File: src/rde_pkg.sv
// shared types and codes for the reversible deque engine
package rde_pkg;

  localparam logic [2:0] CMD_CLEAR   = 3'd0;
  localparam logic [2:0] CMD_PUSH    = 3'd1;
  localparam logic [2:0] CMD_REVERSE = 3'd2;
  localparam logic [2:0] CMD_DELETE  = 3'd3;
  localparam logic [2:0] CMD_DRAIN   = 3'd4;

  localparam logic [2:0] ST_OK          = 3'd0;
  localparam logic [2:0] ST_DEL_EMPTY   = 3'd1;
  localparam logic [2:0] ST_DRAIN_EMPTY = 3'd2;
  localparam logic [2:0] ST_REFUSED     = 3'd3;
  localparam logic [2:0] ST_FULL        = 3'd4;

  typedef struct packed {
    logic [2:0]  command;
    logic [15:0] value;
  } req_t;

  typedef struct packed {
    logic [2:0]  status;
    logic [15:0] value_out;
    logic        last;
    logic [10:0] count;
    logic        error_flag;
  } rsp_t;

  typedef enum logic [2:0] {
    OP_NOP,
    OP_CLEAR,
    OP_PUSH,
    OP_REVERSE,
    OP_DELETE,
    OP_DRAIN
  } op_t;

  typedef struct packed {
    op_t         op;
    logic [15:0] value;
  } op_item_t;

endpackage

File: src/rde_front.sv
// command intake, decode and two-entry queue toward the execution side
module rde_front (
  input  logic            clk,
  input  logic            rst,
  input  logic            push,
  output logic            full,
  input  rde_pkg::req_t   request,
  output logic            item_valid,
  output rde_pkg::op_item_t item,
  input  logic            item_take
);

  import rde_pkg::*;

  op_item_t   entries [2];
  logic       wr_ptr;
  logic       rd_ptr;
  logic [1:0] fill;
  logic       push_fire;
  op_t        op_dec;

  always_comb begin
    unique case (request.command)
      CMD_CLEAR:   op_dec = OP_CLEAR;
      CMD_PUSH:    op_dec = OP_PUSH;
      CMD_REVERSE: op_dec = OP_REVERSE;
      CMD_DELETE:  op_dec = OP_DELETE;
      CMD_DRAIN:   op_dec = OP_DRAIN;
      default:     op_dec = OP_NOP;
    endcase
  end

  assign full       = (fill == 2'd2);
  assign push_fire  = push && !full;
  assign item_valid = (fill != 2'd0);
  assign item       = entries[rd_ptr];

  always_ff @(posedge clk) begin
    if (push_fire) begin
      entries[wr_ptr] <= '{op: op_dec, value: request.value};
    end
    if (rst) begin
      wr_ptr <= 1'b0;
      rd_ptr <= 1'b0;
      fill   <= 2'd0;
    end else begin
      if (push_fire) begin
        wr_ptr <= ~wr_ptr;
      end
      if (item_take) begin
        rd_ptr <= ~rd_ptr;
      end
      fill <= fill + 2'(push_fire) - 2'(item_take);
    end
  end

  a_fill_bound: assert property (@(posedge clk) disable iff (rst) fill <= 2'd2)
    else $error("queue fill out of range");

endmodule

File: config.mk
export PLATFORM = sky130hd
export DESIGN_NAME = rde_front
export DESIGN_NICKNAME = d
export VERILOG_FILES = /design/src/rde_pkg.sv /design/src/rde_front.sv
export SDC_FILE = /design/constraint.sdc
export NUM_CORES = 1
export LEC_CHECK = 0
export BUFFER_PORTS_ARGS = -buffer_cell sky130_fd_sc_hd__buf_2
export CORE_MARGIN = 1
export CORE_UTILIZATION = 45
export CTS_CLUSTER_SIZE = 24
export DETAILED_ROUTE_END_ITERATION = 8
export PLACE_DENSITY_LB_ADDON = 0.2
export SLEW_MARGIN = 20
export SYNTH_ARGS = -nofsm -noshare
export SYNTH_HDL_FRONTEND = slang
export SYNTH_SLANG_ARGS = --single-unit
File: constraint.sdc
create_clock -name clk -period 3.3 [get_ports clk]
set_input_delay 0.165 -clock clk [delete_from_list [all_inputs] [get_ports clk]]
set_output_delay 0.165 -clock clk [all_outputs]
set_load 0.02 [all_outputs]
==> impl_metrics.py <==
metrics = {
    "sta": {
        "finalSetupViolCount": 0,
        "worst-slew-pin-transition_ns": 0.828,
        "period_share": 0.598,
        "rsz0062_at_grt": "false",
        "fin_skew_ns": 0.00160,
        "fmax_ghz": 0.507,
        "hold_viol": 0,
        "finalMaxSlewViolations": 0,
        "max_slew_margin": 0.447,
        "finalSetupTns_ns": 0,
        "period_needed_ns": 1.97,
    },
    "logic_synthesis": {
        "avgSynthCellArea_um2": 17.8,
        "yosysTopAreaCellShare": 0.697,
        "netlist_instances": 92,
        "synth_area_mm2": 0.00164,
        "muxShareOfSynthArea": 0.131,
        "synth_top_family_by_area": "multiplexers",
        "synth_seq_cells": 43,
        "synth_seq_area_share": 0.758,
        "synth_fp_nets": 117,
        "ys_types": 21,
        "synthAdderAreaFrac": 0.0153,
        "synth.area.top_cells": "edfxtp_1, mux2_2, dfxtp_1, ha_1, nor2_1",
        "synth_compound_area_frac": 0.0122,
        "synth-xor-area-share": 0.0161,
        "synth_largest_area_cell": "edfxtp_1",
        "ys_warn_count": 0,
        "yosys.area_share.simple": 0.0466,
    },
    "floorplan": {
        "chipWidth_um": 62.3,
        "die_h_um": 62.3,
        "ios": 44,
        "core_area_mm2": 0.00342,
        "die_area_mm2": 0.00388,
        "rows": 21,
        "start_util": 0.479,
    },
    "setup_path": {
        "crit_path_start_kind": "flop",
        "cp_slowest_stage_delay_ns": 0.88,
        "cp-end-kind": "primary output",
        "cp_cell_sequence": "mux2_2, buf_2",
        "cp_max_fo": 19,
        "critPathKind": "flop to primary output",
        "cp.arrival_ns": 1.81,
        "critPathTopFamily": "flip-flops",
        "worst-path-buf-inv": 1,
        "critPathRequiredTime_ns": 3.13,
        "cpMaxStageDelayCell": "dfxtp_1",
    },
    "pwr": {
        "powerDensity_mw_per_mm2": 544,
        "p_leak_nw": 0.828,
        "peakVddDrop_mv": 0.368,
    },
    "layout": {
        "drive_gt1_frac": 0.459,
        "fin_util": 0.615,
        "multi_input_area_um2": 362,
        "num-nets-final": 181,
        "insertedDiodeCount": 0,
        "area_growth_syn_to_layout_pct": 28.4,
        "fill_cells": 299,
        "layout_commonest_cell": "buf_2",
        "layout_common_cells": "buf_2, edfxtp_1, mux2_2",
        "seq_area_mm2": 0.00124,
    },
    "global_routing": {
        "first_global_vias": 961,
        "grt_max_degree": 20,
        "grt_pass1_wl_um": 4110,
        "grt_overflow": 0,
        "antenna_found_initial": 0,
        "grt_usage": 0.147,
    },
    "clock_tree": {
        "post_cts_buffers": 0,
        "clk-insertion-delay-late_ns": 0.34,
        "cts-resized-gates": 0,
        "clockBufferDepth": 2,
        "clkTransAtPathRegs_ns": 0.11,
        "cts_buffers": 5,
        "cts_htree_levels": 2,
        "hold_buffers": 11,
        "cts_tree": "built",
        "clock_sinks": 43,
        "cts_root_buf": "clkbuf_4",
    },
    "placed_design": {
        "io_buffers": 43,
        "dp_hpwl_um": 1700,
        "gp_congestion": 0.637,
    },
    "status": {
        "status": "completed",
    },
    "flow_run": {
        "cap_violations": 0,
    },
    "routing": {
        "wl_um": 2620,
        "wl_per_cell_um": 12.9,
        "drt-initial-drc-count": 10,
        "routed-via-count": 938,
        "route.detailed.drc": 0,
        "firstDrtPassIters": 4,
        "ant_nets": 0,
        "via_per_inst": 4.62,
    },
    "min_path": {
        "hold_class": "primary input to flop",
    },
}
## cell families after synthesis
kind of cell	count (synthesis)
xor+xnor	3
simple gates	15
compound gates	4
buf+inv	6
flops	43
mux	19
fa+ha+maj	2
## synthesized netlist by cell type, drive strengths merged
cell,number
edfxtp,38
mux2,19
dfxtp,5
nor2,5
inv,4
nand2,3
a21oi,2
buf,2
ha,2
o21ai,2
xnor2,2
and2,1
and3,1
nand2b,1
nor2b,1
nor3,1
or2,1
or3,1
xor2,1
## state kept, by name, indices dropped and copies added, names as in the netlist, named ones only
signal and count:
wr_ptr 1, rd_ptr 1, entries 38, fill 2
## cell type report
type,instances,share of cell area
Timing Repair Buffer,59,0.179
Sequential cell,43,0.591
Clock inverter,1,0.00238
Clock buffer,7,0.0214
Multi-Input combinational cell,43,0.172
Inverter,4,0.00715
Tap cell,46,0.0274
## where the power goes
group	internal (W)	total [W]	switching [W]
combinational	0.000102	0.000231	0.000129
clock	0.0000831	0.000233	0.000150
sequential	0.000656	0.000680	0.0000239
total	0.000841	0.00114	0.000302
## per-stage QoR
| step | hold WS [ns] | power (W) | setup WS, ns | instances | instance area [µm²] |
|---|---|---|---|---|---|
| after CTS | 0.000110 | 0.00115 | 1.27 | 198 | 2050 |
| after detailed placement | 0.358 | 0.000912 | 1.48 | 179 | 1890 |
| after floorplan | 0.234 | 0.000838 | 1.69 | 92 | 1640 |
| after global routing | 0.0232 | 0.00120 | 1.19 | 203 | 2100 |
| final | 0.0319 | 0.00114 | 1.33 | 203 | 2100 |
| after global placement | 0.354 | 0.000905 | 1.54 | 179 | 1890 |
## worst paths after layout
path / slack, ns / start / end / cells after the start
hold / removal: 0.03 / rst / wr_ptr / 2
setup / recovery: 1.33 / flop / item[17] / 2
hold reg to reg: 0.52 / wr_ptr / wr_ptr / 2
setup reg to reg: 1.50 / fill[0] / entries[0][14] / 4
## routing by layer
metal / part of all wire / routed length (µm) / GRT usage / vias to the layer above
met5: 0 / 0 / 0 / -
met1: 0.42 / 1100 / 0.164 / 433
li1: - / - / - / 470
met2: 0.51 / 1330 / 0.242 / 30
met4: 0.021 / 56 / 0.0785 / 0
met3: 0.049 / 129 / 0.0570 / 5
(Power assumes the default switching activity.)
